==> config.mk <==
export PLATFORM = sky130hd
export DESIGN_NAME = anchor_grid_detection_decode_core_flat
export DESIGN_NICKNAME = d
export VERILOG_FILES = /design/src/agdd_pkg.sv /design/src/agdd_if.sv /design/src/agdd_mul_unit.sv /design/src/anchor_grid_detection_decode_core.sv /design/src/flat_wrapper.sv
export VERILOG_INCLUDE_DIRS = /design/src /design/src/src
export SDC_FILE = /design/constraint.sdc
export NUM_CORES = 2
export LEC_CHECK = 0
export BUFFER_PORTS_ARGS = -buffer_cell sky130_fd_sc_hd__buf_2
export CELL_PAD_IN_SITES_DETAIL_PLACEMENT = 1
export CELL_PAD_IN_SITES_GLOBAL_PLACEMENT = 1
export CORE_ASPECT_RATIO = 1.25
export CORE_MARGIN = 8
export CORE_UTILIZATION = 47
export CTS_CLUSTER_DIAMETER = 80
export DETAILED_ROUTE_END_ITERATION = 10
export PLACE_DENSITY = 0.9
export SLEW_MARGIN = 20
export SYNTH_ARGS = -nofsm -noshare
export SYNTH_HDL_FRONTEND = slang
export SYNTH_SLANG_ARGS = --single-unit
==> constraint.sdc <==
create_clock -name clk -period 8.4 [get_ports clk]
set_clock_uncertainty 0.1 [all_clocks]
set_input_delay 0.84 -clock clk [delete_from_list [all_inputs] [get_ports clk]]
set_output_delay 0.84 -clock clk [all_outputs]
set_load 0.05 [all_outputs]
==> src/anchor_grid_detection_decode_core_assert.svh <==
// ----------------------------------------------------------------------------
// Assertion macros for the anchor grid detection decoder
// Concurrent checks clocked on clk and disabled while rst_n is low.
// ----------------------------------------------------------------------------
`ifndef ANCHOR_GRID_DETECTION_DECODE_CORE_ASSERT_SVH
`define ANCHOR_GRID_DETECTION_DECODE_CORE_ASSERT_SVH

`ifndef NO_ASSERTIONS

`define AGDD_ASSERT_SAME(lbl, ante, cons) \
    lbl: assert property (@(posedge clk) disable iff (!rst_n) (ante) |-> (cons)) \
        else $error("agdd: same-cycle check failed");

`define AGDD_ASSERT_NEXT(lbl, ante, cons) \
    lbl: assert property (@(posedge clk) disable iff (!rst_n) (ante) |=> (cons)) \
        else $error("agdd: next-cycle check failed");

`else

`define AGDD_ASSERT_SAME(lbl, ante, cons)

`define AGDD_ASSERT_NEXT(lbl, ante, cons)

`endif

`endif

==> src/agdd_pkg.sv <==
// ----------------------------------------------------------------------------
// agdd_pkg
// Types, widths and reset constants shared by the detection decoder.
// ----------------------------------------------------------------------------
package agdd_pkg;

    localparam int NUM_CLASSES_DEFAULT = 80;
    localparam int NUM_ANCHORS_DEFAULT = 3;
    localparam int ANCHOR_SLOTS        = 3;

    localparam int VALUE_W  = 16;
    localparam int ELEM_W   = 7;
    localparam int CELL_W   = 8;
    localparam int ANCHOR_W = 2;
    localparam int CENTER_W = 20;
    localparam int SIZE_W   = 16;
    localparam int CLASS_W  = 7;
    localparam int STRIDE_W = 7;
    localparam int DIM_W    = 10;
    localparam int CFG_IDX_W  = 3;
    localparam int CFG_DATA_W = 16;

    localparam int MUL_A_W = 35;
    localparam int MUL_B_W = 17;
    localparam int MUL_P_W = MUL_A_W + MUL_B_W + 1;

    localparam logic [ELEM_W-1:0] ELEM_OBJ    = 7'd4;
    localparam logic [ELEM_W-1:0] ELEM_CLASS0 = 7'd5;

    localparam logic [VALUE_W-1:0]  THR_RESET    = 16'd8192;
    localparam logic [STRIDE_W-1:0] STRIDE_RESET = 7'd8;
    localparam logic [DIM_W-1:0] ANCHOR_W_RESET [ANCHOR_SLOTS] = '{10'd10, 10'd16, 10'd33};
    localparam logic [DIM_W-1:0] ANCHOR_H_RESET [ANCHOR_SLOTS] = '{10'd13, 10'd30, 10'd23};

    typedef enum logic [CFG_IDX_W-1:0] {
        REG_CONF_THRESHOLD = 3'd0,
        REG_GRID_STRIDE    = 3'd1,
        REG_ANCHOR0_WIDTH  = 3'd2,
        REG_ANCHOR0_HEIGHT = 3'd3,
        REG_ANCHOR1_WIDTH  = 3'd4,
        REG_ANCHOR1_HEIGHT = 3'd5,
        REG_ANCHOR2_WIDTH  = 3'd6,
        REG_ANCHOR2_HEIGHT = 3'd7
    } cfg_reg_t;

    typedef struct packed {
        logic [VALUE_W-1:0]  head_value;
        logic [ELEM_W-1:0]   elem_index;
        logic [CELL_W-1:0]   cell_col;
        logic [CELL_W-1:0]   cell_row;
        logic [ANCHOR_W-1:0] anchor_index;
    } head_item_t;

    typedef struct packed {
        logic signed [CENTER_W-1:0] center_x;
        logic signed [CENTER_W-1:0] center_y;
        logic [SIZE_W-1:0]          box_width;
        logic [SIZE_W-1:0]          box_height;
        logic [VALUE_W-1:0]         det_score;
        logic [CLASS_W-1:0]         obj_class;
    } det_item_t;

endpackage

==> src/agdd_if.sv <==
// ----------------------------------------------------------------------------
// agdd stream interfaces
// Valid/ready channels for head values in and detections out.
// ----------------------------------------------------------------------------
interface agdd_head_if import agdd_pkg::*; ();
    logic       valid;
    logic       ready;
    head_item_t data;

    modport source (output valid, output data, input ready);
    modport sink (input valid, input data, output ready);
endinterface

interface agdd_det_if import agdd_pkg::*; ();
    logic      valid;
    logic      ready;
    det_item_t data;

    modport source (output valid, output data, input ready);
    modport sink (input valid, input data, output ready);
endinterface

==> src/agdd_mul_unit.sv <==
// ----------------------------------------------------------------------------
// agdd_mul_unit
// Shared signed by unsigned multiplier with a registered product.
// ----------------------------------------------------------------------------
module agdd_mul_unit import agdd_pkg::*;
(
    input  logic                      clk,
    input  logic                      en,
    input  logic signed [MUL_A_W-1:0] op_a,
    input  logic [MUL_B_W-1:0]        op_b,
    output logic signed [MUL_P_W-1:0] product
);

    logic signed [MUL_P_W-1:0] prod_reg;
    logic signed [MUL_P_W-1:0] prod_next;

    assign prod_next = MUL_P_W'(op_a) * MUL_P_W'($signed({1'b0, op_b}));

    always_ff @(posedge clk)
    begin
        if (en)
        begin
            prod_reg <= prod_next;
        end
    end

    assign product = prod_reg;

endmodule

==> src/anchor_grid_detection_decode_core.sv <==
// ----------------------------------------------------------------------------
// anchor_grid_detection_decode_core
// Decodes one scale of an anchor grid detection head into boxes.
// ----------------------------------------------------------------------------
// Head values arrive on head_stream, one per request, tagged with element
// index, grid cell and anchor. Detections leave on det_stream; both are
// valid/ready channels. Registers are to be written by the user through
// cfg_we, cfg_index and cfg_wdata only while the block is idle; the block
// itself does not enforce it. Box, objectness and class elements are taken
// at one request per cycle while the decode sequencer is idle. The last
// class element of a cell starts the decode sequencer, which steps the one
// shared multiplier through the score, two centres, two squares and two
// anchor products and then loads the output register in ST_OUT;
// head_stream is not ready meanwhile. A cell that fails the threshold
// returns to idle from ST_CENTER_X instead. A finished detection sits in the
// output register; if det_stream stalls, the next cell still streams in and
// only its final decode step waits. Reset restores the default threshold,
// stride and anchors, clears the class maximum and empties the output
// register.
// ----------------------------------------------------------------------------
`include "anchor_grid_detection_decode_core_assert.svh"

module anchor_grid_detection_decode_core import agdd_pkg::*;
#(
    parameter int NUM_CLASSES = NUM_CLASSES_DEFAULT,
    parameter int NUM_ANCHORS = NUM_ANCHORS_DEFAULT
)
(
    input  logic                  clk,
    input  logic                  rst_n,
    input  logic                  cfg_we,
    input  logic [CFG_IDX_W-1:0]  cfg_index,
    input  logic [CFG_DATA_W-1:0] cfg_wdata,
    agdd_head_if.sink             head_stream,
    agdd_det_if.source            det_stream
);

    localparam logic [ELEM_W-1:0]   ELEM_LAST  = ELEM_W'(NUM_CLASSES + 4);
    localparam logic [ANCHOR_W-1:0] ANCHOR_TOP = ANCHOR_W'(NUM_ANCHORS - 1);

    typedef enum logic [8:0] {
        ST_IDLE     = 9'b000000001,
        ST_SCORE    = 9'b000000010,
        ST_CENTER_X = 9'b000000100,
        ST_CENTER_Y = 9'b000001000,
        ST_WSQ      = 9'b000010000,
        ST_WMUL     = 9'b000100000,
        ST_HSQ      = 9'b001000000,
        ST_HMUL     = 9'b010000000,
        ST_OUT      = 9'b100000000
    } state_t;

    function automatic logic [CENTER_W-1:0] center_round(input logic signed [MUL_P_W-1:0] p);
        logic [MUL_P_W-1:0] s;
        s = $unsigned(p) + MUL_P_W'(1024);
        return s[30:11];
    endfunction

    function automatic logic [SIZE_W-1:0] size_round(input logic signed [MUL_P_W-1:0] p);
        logic [MUL_P_W-1:0] s;
        s = $unsigned(p) + (MUL_P_W'(1) << 25);
        if (|s[MUL_P_W-1:42])
        begin
            return '1;
        end
        return s[41:26];
    endfunction

    function automatic logic [VALUE_W-1:0] score_sat(input logic signed [MUL_P_W-1:0] p);
        if (|p[MUL_P_W-1:31])
        begin
            return '1;
        end
        return p[30:15];
    endfunction

    state_t state_reg, state_next;

    logic [VALUE_W-1:0]  thr_reg;
    logic [STRIDE_W-1:0] stride_reg;
    logic [DIM_W-1:0]    anchor_w_reg [ANCHOR_SLOTS];
    logic [DIM_W-1:0]    anchor_h_reg [ANCHOR_SLOTS];

    logic [VALUE_W-1:0]  raw_box_reg [4];
    logic [VALUE_W-1:0]  obj_reg;
    logic [VALUE_W-1:0]  best_prob_reg;
    logic [CLASS_W-1:0]  best_class_reg;
    logic [CELL_W-1:0]   col_reg;
    logic [CELL_W-1:0]   row_reg;
    logic [ANCHOR_W-1:0] anchor_reg;

    logic [VALUE_W-1:0]  score_reg;
    logic [CENTER_W-1:0] cx_reg;
    logic [CENTER_W-1:0] cy_reg;
    logic [SIZE_W-1:0]   bw_reg;

    det_item_t out_reg;
    logic      out_valid_reg;

    head_item_t              item;
    logic                    accept;
    logic                    is_class;
    logic                    is_last;
    logic                    out_free;
    logic                    pass;
    logic                    mul_en;
    logic signed [MUL_A_W-1:0] mul_a;
    logic [MUL_B_W-1:0]        mul_b;
    logic signed [MUL_P_W-1:0] product;

    assign item     = head_stream.data;
    assign head_stream.ready = (state_reg == ST_IDLE);
    assign accept   = head_stream.valid && head_stream.ready;
    assign is_class = (item.elem_index >= ELEM_CLASS0) && (item.elem_index <= ELEM_LAST);
    assign is_last  = (item.elem_index == ELEM_LAST);
    assign out_free = !out_valid_reg || det_stream.ready;
    assign pass     = (obj_reg >= thr_reg)
                      && ($unsigned(product) >= MUL_P_W'({thr_reg, 15'd0}));
    assign mul_en   = (state_reg != ST_IDLE) && (state_reg != ST_OUT);

    always_comb
    begin
        mul_a = '0;
        mul_b = '0;
        unique case (state_reg)
            ST_SCORE:
            begin
                mul_a = MUL_A_W'(obj_reg);
                mul_b = MUL_B_W'(best_prob_reg);
            end
            ST_CENTER_X:
            begin
                mul_a = MUL_A_W'({raw_box_reg[0], 1'b0}) - MUL_A_W'(16384)
                        + MUL_A_W'({col_reg, 15'd0});
                mul_b = MUL_B_W'(stride_reg);
            end
            ST_CENTER_Y:
            begin
                mul_a = MUL_A_W'({raw_box_reg[1], 1'b0}) - MUL_A_W'(16384)
                        + MUL_A_W'({row_reg, 15'd0});
                mul_b = MUL_B_W'(stride_reg);
            end
            ST_WSQ:
            begin
                mul_a = MUL_A_W'({raw_box_reg[2], 1'b0});
                mul_b = {raw_box_reg[2], 1'b0};
            end
            ST_WMUL:
            begin
                mul_a = product[MUL_A_W-1:0];
                mul_b = MUL_B_W'(anchor_w_reg[anchor_reg]);
            end
            ST_HSQ:
            begin
                mul_a = MUL_A_W'({raw_box_reg[3], 1'b0});
                mul_b = {raw_box_reg[3], 1'b0};
            end
            ST_HMUL:
            begin
                mul_a = product[MUL_A_W-1:0];
                mul_b = MUL_B_W'(anchor_h_reg[anchor_reg]);
            end
            default:
            begin
                mul_a = '0;
                mul_b = '0;
            end
        endcase
    end

    agdd_mul_unit u_mul
    (
        .clk     (clk),
        .en      (mul_en),
        .op_a    (mul_a),
        .op_b    (mul_b),
        .product (product)
    );

    always_comb
    begin
        state_next = state_reg;
        unique case (state_reg)
            ST_IDLE:
            begin
                if (accept && is_last)
                begin
                    state_next = ST_SCORE;
                end
            end
            ST_SCORE:    state_next = ST_CENTER_X;
            ST_CENTER_X: state_next = pass ? ST_CENTER_Y : ST_IDLE;
            ST_CENTER_Y: state_next = ST_WSQ;
            ST_WSQ:      state_next = ST_WMUL;
            ST_WMUL:     state_next = ST_HSQ;
            ST_HSQ:      state_next = ST_HMUL;
            ST_HMUL:     state_next = ST_OUT;
            ST_OUT:
            begin
                if (out_free)
                begin
                    state_next = ST_IDLE;
                end
            end
            default:     state_next = ST_IDLE;
        endcase
    end

    always_ff @(posedge clk or negedge rst_n)
    begin
        if (!rst_n)
        begin
            state_reg      <= ST_IDLE;
            thr_reg        <= THR_RESET;
            stride_reg     <= STRIDE_RESET;
            anchor_w_reg   <= ANCHOR_W_RESET;
            anchor_h_reg   <= ANCHOR_H_RESET;
            best_prob_reg  <= '0;
            best_class_reg <= '0;
            out_valid_reg  <= 1'b0;
        end
        else
        begin
            state_reg <= state_next;
            if (cfg_we)
            begin
                unique case (cfg_reg_t'(cfg_index))
                    REG_CONF_THRESHOLD: thr_reg         <= cfg_wdata[VALUE_W-1:0];
                    REG_GRID_STRIDE:    stride_reg      <= cfg_wdata[STRIDE_W-1:0];
                    REG_ANCHOR0_WIDTH:  anchor_w_reg[0] <= cfg_wdata[DIM_W-1:0];
                    REG_ANCHOR0_HEIGHT: anchor_h_reg[0] <= cfg_wdata[DIM_W-1:0];
                    REG_ANCHOR1_WIDTH:  anchor_w_reg[1] <= cfg_wdata[DIM_W-1:0];
                    REG_ANCHOR1_HEIGHT: anchor_h_reg[1] <= cfg_wdata[DIM_W-1:0];
                    REG_ANCHOR2_WIDTH:  anchor_w_reg[2] <= cfg_wdata[DIM_W-1:0];
                    REG_ANCHOR2_HEIGHT: anchor_h_reg[2] <= cfg_wdata[DIM_W-1:0];
                    default:            thr_reg         <= thr_reg;
                endcase
            end
            if (accept && is_class)
            begin
                if (item.elem_index == ELEM_CLASS0)
                begin
                    best_prob_reg  <= item.head_value;
                    best_class_reg <= '0;
                end
                else if (item.head_value > best_prob_reg)
                begin
                    best_prob_reg  <= item.head_value;
                    best_class_reg <= CLASS_W'(item.elem_index - ELEM_CLASS0);
                end
            end
            if ((state_reg == ST_OUT) && out_free)
            begin
                out_valid_reg <= 1'b1;
            end
            else if (det_stream.ready)
            begin
                out_valid_reg <= 1'b0;
            end
        end
    end

    always_ff @(posedge clk)
    begin
        if (accept)
        begin
            if (item.elem_index < ELEM_OBJ)
            begin
                raw_box_reg[item.elem_index[1:0]] <= item.head_value;
            end
            if (item.elem_index == ELEM_OBJ)
            begin
                obj_reg <= item.head_value;
            end
            if (is_last)
            begin
                col_reg    <= item.cell_col;
                row_reg    <= item.cell_row;
                anchor_reg <= (item.anchor_index > ANCHOR_TOP) ? ANCHOR_TOP
                                                               : item.anchor_index;
            end
        end
        if (state_reg == ST_CENTER_X)
        begin
            score_reg <= score_sat(product);
        end
        if (state_reg == ST_CENTER_Y)
        begin
            cx_reg <= center_round(product);
        end
        if (state_reg == ST_WSQ)
        begin
            cy_reg <= center_round(product);
        end
        if (state_reg == ST_HSQ)
        begin
            bw_reg <= size_round(product);
        end
        if ((state_reg == ST_OUT) && out_free)
        begin
            out_reg.center_x   <= $signed(cx_reg);
            out_reg.center_y   <= $signed(cy_reg);
            out_reg.box_width  <= bw_reg;
            out_reg.box_height <= size_round(product);
            out_reg.det_score  <= score_reg;
            out_reg.obj_class  <= best_class_reg;
        end
    end

    assign det_stream.valid = out_valid_reg;
    assign det_stream.data  = out_reg;

    `AGDD_ASSERT_NEXT(a_last_starts_decode, accept && is_last, state_reg == ST_SCORE)
    `AGDD_ASSERT_SAME(a_result_from_seq, $rose(out_valid_reg), $past(state_reg == ST_OUT))
    `AGDD_ASSERT_NEXT(a_out_step_loads, (state_reg == ST_OUT) && out_free,
                      out_valid_reg && (state_reg == ST_IDLE))

endmodule

==> src/flat_wrapper.sv <==
// flat-port wrapper written by rule: the top's interface ports become plain ports
module anchor_grid_detection_decode_core_flat import agdd_pkg::*;
#(
    parameter int NUM_CLASSES = NUM_CLASSES_DEFAULT,
    parameter int NUM_ANCHORS = NUM_ANCHORS_DEFAULT
)
  (clk, rst_n, cfg_we, cfg_index, cfg_wdata, head_stream_valid, head_stream_data, head_stream_ready, det_stream_valid, det_stream_data, det_stream_ready);
  agdd_head_if head_stream_i ();
  agdd_det_if det_stream_i ();
  input  logic clk;
  input  logic rst_n;
  input  logic cfg_we;
  input  logic [CFG_IDX_W-1:0] cfg_index;
  input  logic [CFG_DATA_W-1:0] cfg_wdata;
  input wire logic [$bits(head_stream_i.valid)-1:0] head_stream_valid;
  input wire logic [$bits(head_stream_i.data)-1:0] head_stream_data;
  output wire logic [$bits(head_stream_i.ready)-1:0] head_stream_ready;
  output wire logic [$bits(det_stream_i.valid)-1:0] det_stream_valid;
  output wire logic [$bits(det_stream_i.data)-1:0] det_stream_data;
  input wire logic [$bits(det_stream_i.ready)-1:0] det_stream_ready;
  assign head_stream_i.valid = head_stream_valid;
  assign head_stream_i.data = head_stream_data;
  assign head_stream_ready = head_stream_i.ready;
  assign det_stream_valid = det_stream_i.valid;
  assign det_stream_data = det_stream_i.data;
  assign det_stream_i.ready = det_stream_ready;
  anchor_grid_detection_decode_core #(.NUM_CLASSES(NUM_CLASSES), .NUM_ANCHORS(NUM_ANCHORS)) u_core (.clk(clk), .rst_n(rst_n), .cfg_we(cfg_we), .cfg_index(cfg_index), .cfg_wdata(cfg_wdata), .head_stream(head_stream_i), .det_stream(det_stream_i));
endmodule
==> impl.org, run 1 <==
** Floorplan
- Cell row count :: 117
- Die height :: 337 um
- 162 I/O pins were placed.
- Die X :: 273 um
- The initial utilization of the core area, before any placement, comes to 0.474.

** Placement
- Placed cell count :: 5242
- Final weighted congestion in routability-driven placement :: 1.03
- After legalization and detailed placement, the total HPWL measured 119 mm.
- Buffers placed on the I/O ports in this run total 161.

** GRT
- In the global route stage, overall resource usage came out at 0.574.
- Final global-route overflow total :: 15
- Maximum number of pins on one net before global-route repair :: 83

** Clock network
- Htree depth :: 2
- Number of sinks on the clock net :: 434
- Counting the buffers created by CTS gives 44.
- Buffer levels on the longest clock path :: 3
- Root Buffer :: sky130_fd_sc_hd__clkbuf_16

** Logic synthesis
- Counting every instance in the synthesized netlist gives 3581.
- A synthesized cell averages 10.8 um^2.
- Proportion of synthesized chip area in sequential cells :: 0.323
- For this run, the leading register cell type out of synthesis is sky130_fd_sc_hd__edfxtp_1.
- The netlist uses 96 different library cells.
- Synthesized flop and latch total :: 434
- The synthesized netlist occupies a cell area of 38700 um^2.
- Count of yosys warnings during synthesis :: 0
- Counting flops with a built-in enable in the synthesized netlist gives 318.
- Async set-reset flop share out of synthesis :: 0.267

** Status
- The flow stopped in 5_1_grt.
- The run stopped with a tool error.
- First error in the log :: [ERROR GRT-0232] Routing congestion too high. Check the congestion heatmap in the GUI.

** Timing
- The global-route repair_timing pass left the worst setup endpoint at u_core.u_mul.product[49]$_DFFE_PP_/D.
- After the last repair the worst path ends at a register data pin.
[cell families after synthesis]
family | synth area share
buffers and inverters | 0.0835
XOR/XNOR | 0.0260
other | 0.000194
flip-flops | 0.323
adder cells (fa/ha/maj) | 0.354
multiplexers | 0.0325
AND/OR/NAND/NOR | 0.114
AO/OA/AOI/OAI | 0.0672
[metrics by stage]
stage / TNS, ps / utilization / area [um^2] / setup WS, ps
floorplan: 0 / - / 39200 / 5.79
global placement: -6090 / 0.543 / 44300 / -490
detailed placement: -19700 / 0.544 / 44300 / -1070
CTS: -2280 / 0.574 / 46800 / -265
[Yosys cell counts (19+ instances only)]
library cell | count | area share
sky130_fd_sc_hd__a21o_1 | 43 | 0.0083
sky130_fd_sc_hd__a21oi_1 | 100 | 0.013
sky130_fd_sc_hd__a22oi_1 | 41 | 0.0080
sky130_fd_sc_hd__and3_1 | 24 | 0.0039
sky130_fd_sc_hd__buf_2 | 37 | 0.0048
sky130_fd_sc_hd__clkbuf_1 | 64 | 0.0062
sky130_fd_sc_hd__dfrtp_1 | 97 | 0.063
sky130_fd_sc_hd__dfstp_2 | 19 | 0.013
sky130_fd_sc_hd__edfxtp_1 | 318 | 0.25
sky130_fd_sc_hd__fa_1 | 562 | 0.29
sky130_fd_sc_hd__ha_1 | 188 | 0.061
sky130_fd_sc_hd__inv_1 | 697 | 0.068
sky130_fd_sc_hd__mux2_1 | 19 | 0.0055
sky130_fd_sc_hd__mux2_2 | 81 | 0.024
sky130_fd_sc_hd__nand2_1 | 319 | 0.031
sky130_fd_sc_hd__nand2b_1 | 38 | 0.0061
sky130_fd_sc_hd__nand3_1 | 37 | 0.0048
sky130_fd_sc_hd__nand4_1 | 31 | 0.0050
sky130_fd_sc_hd__nor2_1 | 353 | 0.034
sky130_fd_sc_hd__nor3_1 | 28 | 0.0036
sky130_fd_sc_hd__o21ai_0 | 66 | 0.0085
sky130_fd_sc_hd__xnor2_1 | 75 | 0.017
sky130_fd_sc_hd__xor2_1 | 40 | 0.0091
[repair_timing]
item | 4_1_cts
pin swaps | 71
buffers inserted | 32
hold buffers | 0
endpoints found under the setup margin | 31
gates resized for setup | 196
[layer usage]
metal / global-route usage / GRT overflow
met4: 0.604 / 8
met2: 0.735 / 6
met5: 0.235 / 0
met3: 0.465 / 1
met1: 0.525 / 0
==> run 2: changes to the inputs <==
--- a/config.mk
+++ b/config.mk
@@ -7,14 +7,10 @@
 export NUM_CORES = 2
 export LEC_CHECK = 0
 export BUFFER_PORTS_ARGS = -buffer_cell sky130_fd_sc_hd__buf_2
-export CELL_PAD_IN_SITES_DETAIL_PLACEMENT = 1
-export CELL_PAD_IN_SITES_GLOBAL_PLACEMENT = 1
-export CORE_ASPECT_RATIO = 1.25
 export CORE_MARGIN = 8
-export CORE_UTILIZATION = 47
-export CTS_CLUSTER_DIAMETER = 80
+export CORE_UTILIZATION = 40
 export DETAILED_ROUTE_END_ITERATION = 10
-export PLACE_DENSITY = 0.9
+export PLACE_DENSITY_LB_ADDON = 0.15
 export SLEW_MARGIN = 20
 export SYNTH_ARGS = -nofsm -noshare
 export SYNTH_HDL_FRONTEND = slang
==> constraint.sdc (replaced) <==
create_clock -name clk -period 10.9 [get_ports clk]
set_clock_uncertainty 0.1 [all_clocks]
set_input_delay 1.09 -clock clk [delete_from_list [all_inputs] [get_ports clk]]
set_output_delay 1.09 -clock clk [all_outputs]
set_load 0.05 [all_outputs]
==> run 2 against run 1 <==
Net effect: the run now ends clean; synthesized area unchanged; synthesized cell count did not move.
==> impl.org, run 2 <==
** Logic synthesis
- The commonest cells after synthesis are sky130_fd_sc_hd__inv_1, sky130_fd_sc_hd__fa_1, sky130_fd_sc_hd__nor2_1.
- The cell area that synthesis handed to floorplanning was 38700 um^2.
- Distinct cell type count of the synthesized netlist :: 96
- In this run, synthesis inferred 318 flip-flops with an integrated enable.
- Synthesis inferred 434 register bits.
- Yosys top cell by area :: sky130_fd_sc_hd__fa_1
- Yosys instantiated no cell more often than sky130_fd_sc_hd__inv_1.
- Async set-reset flop share out of synthesis :: 0.267
- Proportion of synthesized chip area in sequential cells :: 0.323
- For this run, the number of Yosys warnings is 0.
- The share of synthesized area in the top cell type comes to 0.291.
- Largest cells by area after synthesis :: sky130_fd_sc_hd__fa_1, sky130_fd_sc_hd__edfxtp_1, sky130_fd_sc_hd__inv_1
- Primary FF master, synth :: sky130_fd_sc_hd__edfxtp_1
- The average instance in the mapped netlist occupies 10.8 um^2.
- Instance count of the mapped netlist :: 3581

** Timing
- Timing would allow up to 0.104 GHz.
- Setup repair after global routing left no endpoint under its margin.
- The final-report hold violation count came to 0.
- The final count of pins violating max slew came to 0.
- Of the available clock period, the critical path in the final layout requires 0.883.
- For the final routed database, the setup TNS stands at 0 ps.
- The worst path needs 9630 ps of the cycle, external delays included.
- At the pin with the least slew margin, the transition time is 1150 ps.
- Number of setup violations in the final report :: 0
- In this run the tightest slew margin relative to its limit is 0.234.

** Finish
- Largest register FFs :: 95
- Leaving out fill and tap cells, the most frequent cells in the layout are sky130_fd_sc_hd__inv_1, sky130_fd_sc_hd__fa_1, sky130_fd_sc_hd__nor2_1.
- Fill count :: 9241
- The final layout contains 4664 nets.
- Final standard cell utilization of the core :: 0.446
- Leading cell type in the layout, fill and taps excluded :: sky130_fd_sc_hd__inv_1
- Number of non-filler instances in the completed layout :: 5169
- Area delta synth->final :: 11.2%
- In the final layout, the multi-input gates occupy 23600 um^2.
- In the final layout, the share of cells above drive strength 1 is 0.112.
- With fillers left out, the area of the finished cells amounts to 43000 um^2.
- FF/Latch Area :: 12500 um^2

** Setup path
- STA puts the critical path data required time at 11190 ps.
- Slowest library cell on the worst path :: sky130_fd_sc_hd__nor2_2
- Worst setup EP type :: flip-flop
- Buf/Inv on CP :: 4
- Worst setup SP type :: flip-flop
- Worst Setup Path Type :: reg -> reg
- Critical path's largest stage delay :: 910 ps
- Among cell families on the critical path, the largest total delay comes from adder cells.
- Largest fanout on the critical path :: 16
- CP arrival :: 9920 ps
- The most numerous cell type found on the critical path is sky130_fd_sc_hd__fa_1.

** GRT
- Final global-route overflow total :: 0
- The first global-routing pass estimated 172 mm of wire.
- Entering global routing, the biggest net connects 62 pins.
- For this run, the total global-route usage over all layers was measured as 0.212.
- The number of antenna violations at the first check in global routing was 6.
- Vias in the first global route :: 27349

** Floorplan
- In this run the core area contains 114 standard-cell rows.
- Die height :: 327 um
- Die X :: 327 um
- The die covers 107000 um^2.
- Effective utilization at floorplan :: 0.402
- Area inside the core boundary :: 96300 um^2
- Pin placement for this block handled 162 I/O pins.

** Clock network
- The H-tree generated during clock tree synthesis spans 2 levels.
- Number of resized instances in the post-cts repair step :: 0
- After clock tree synthesis, the clock-pin slew on the worst setup and hold paths is 60 ps.
- Num CTS Buffers :: 47
- Buffers inserted to repair hold after CTS numbered 0.
- Insertion delay of the later-clocked pin in the worst-skew pair :: 630 ps
- Post-CTS setup buffer count :: 0
- Root Buffer :: sky130_fd_sc_hd__clkbuf_16
- TritonCTS built the clock tree.
- Buffer levels on the longest clock path :: 3
- Number of sinks on the clock net :: 434

** Pwr
- Leakage component of the power :: 19.0 nW
- The worst-case IR drop observed on VDD is 0.000169 V.
- For this design the ratio of total power to cell area is 154 nW/um^2.

** Placement
- Total cell area at the placement stage :: 41400 um^2
- At the end of routability-driven placement, the weighted congestion stood at 0.943.
- In this run, placement finished with an instance count of 5076.
- DPL Wire Length :: 91.5 mm
- Port bufs :: 161

** Route
- Number of DRC violations after detailed routing :: 0
- Routed wire per std cell :: 22.0 um
- The detail route stage leaves a number of antenna-violating nets equal to 0.
- The routed layout has 26458 vias.
- After the first detailed-routing iteration, the DRC count stood at 2007.
- After detailed routing, the number of vias per cell comes to 5.12.
- The final layout contains routed wiring with a total length of 114 mm.
- Count of TritonRoute iterations in the first routing pass :: 5

** Status
- Result of the run :: finished clean

** Flow run
- The tool flagged a number of max-cap violations equal to 0.

** Hold path
- Class of the worst hold path :: reg -> reg
==> run 2: kinds of logic (layout without fill, tap and decap cells) <==
family / after synthesis / after routing / share of synthesized area
AND/OR/NAND/NOR: 954 / 954 / 0.114
multiplexers: 113 / 113 / 0.0325
other: 2 / 139 / 0.000194
XOR/XNOR: 115 / 115 / 0.0260
flip-flops: 434 / 434 / 0.323
adder cells (fa/ha/maj): 758 / 758 / 0.354
AO/OA/AOI/OAI: 383 / 383 / 0.0672
buffers and inverters: 822 / 997 / 0.0835
==> run 2: through the flow <==
step / setup slack (ps) / power, mW / hold slack [ps]
after global routing: 677 / 7.11 / 321
after detailed placement: 1400 / 5.00 / 305
after CTS: 1370 / 6.63 / 309
final: 1270 / 6.63 / 309
after floorplan: 2510 / 4.21 / 300
after global placement: 1480 / 5.01 / 300
==> run 2: cell type report <==
class                      count  area share
antenna                        5    0.000291
clock buffer                  59      0.0289
clock inverter                29     0.00707
inverter                     700      0.0611
multi-input combinational   2457       0.548
sequential                   434       0.290
tap                         1276      0.0371
timing repair buffer         209      0.0275
==> run 2: routing by layer <==
layer	part of all wire	global-route usage
met1	0.44	0.296
met3	0.095	0.0623
met5	0.00024	0
met2	0.43	0.316
met4	0.034	0.0683
==> run 2: worst paths after layout <==
check | start | slack, ps | to | cells after the start
setup / recovery | u_core.state_reg[0]$_DFFE_PN1P_ | 1270 | u_core.u_mul.product[47]$_DFFE_PP_ | 27
hold / removal | u_core.cx_reg[2]$_DFFE_PP_ | 310 | u_core.det_stream.data[77]$_DFFE_PP_ | 0
setup reg to reg | u_core.state_reg[0]$_DFFE_PN1P_ | 1270 | u_core.u_mul.product[47]$_DFFE_PP_ | 27
hold reg to reg | u_core.cx_reg[2]$_DFFE_PP_ | 310 | u_core.det_stream.data[77]$_DFFE_PP_ | 0
max in group asynchronous | rst_n | 9000 | u_core.thr_reg[14]$_DFFE_PN0P_ | 2
min in group asynchronous | rst_n | 450 | u_core.anchor_h_reg[21]$_DFFE_PN0P_ | 1
==> run 2: report_power, final <==
group / internal (mW) / switching [mW]
clock network: 0.914 / 0.692
registers: 2.00 / 0.0702
logic: 1.18 / 1.77
==> run 2: worst register-to-register path, delay by kind of cell (launching register included) <==
family	cells	cell delay, ps
buf+inv	4	210
flops	1	590
simple gates	9	2780
compound gates	7	2330
fa+ha+maj	7	3420
No activity file was read; power rests on OpenSTA's default activity.
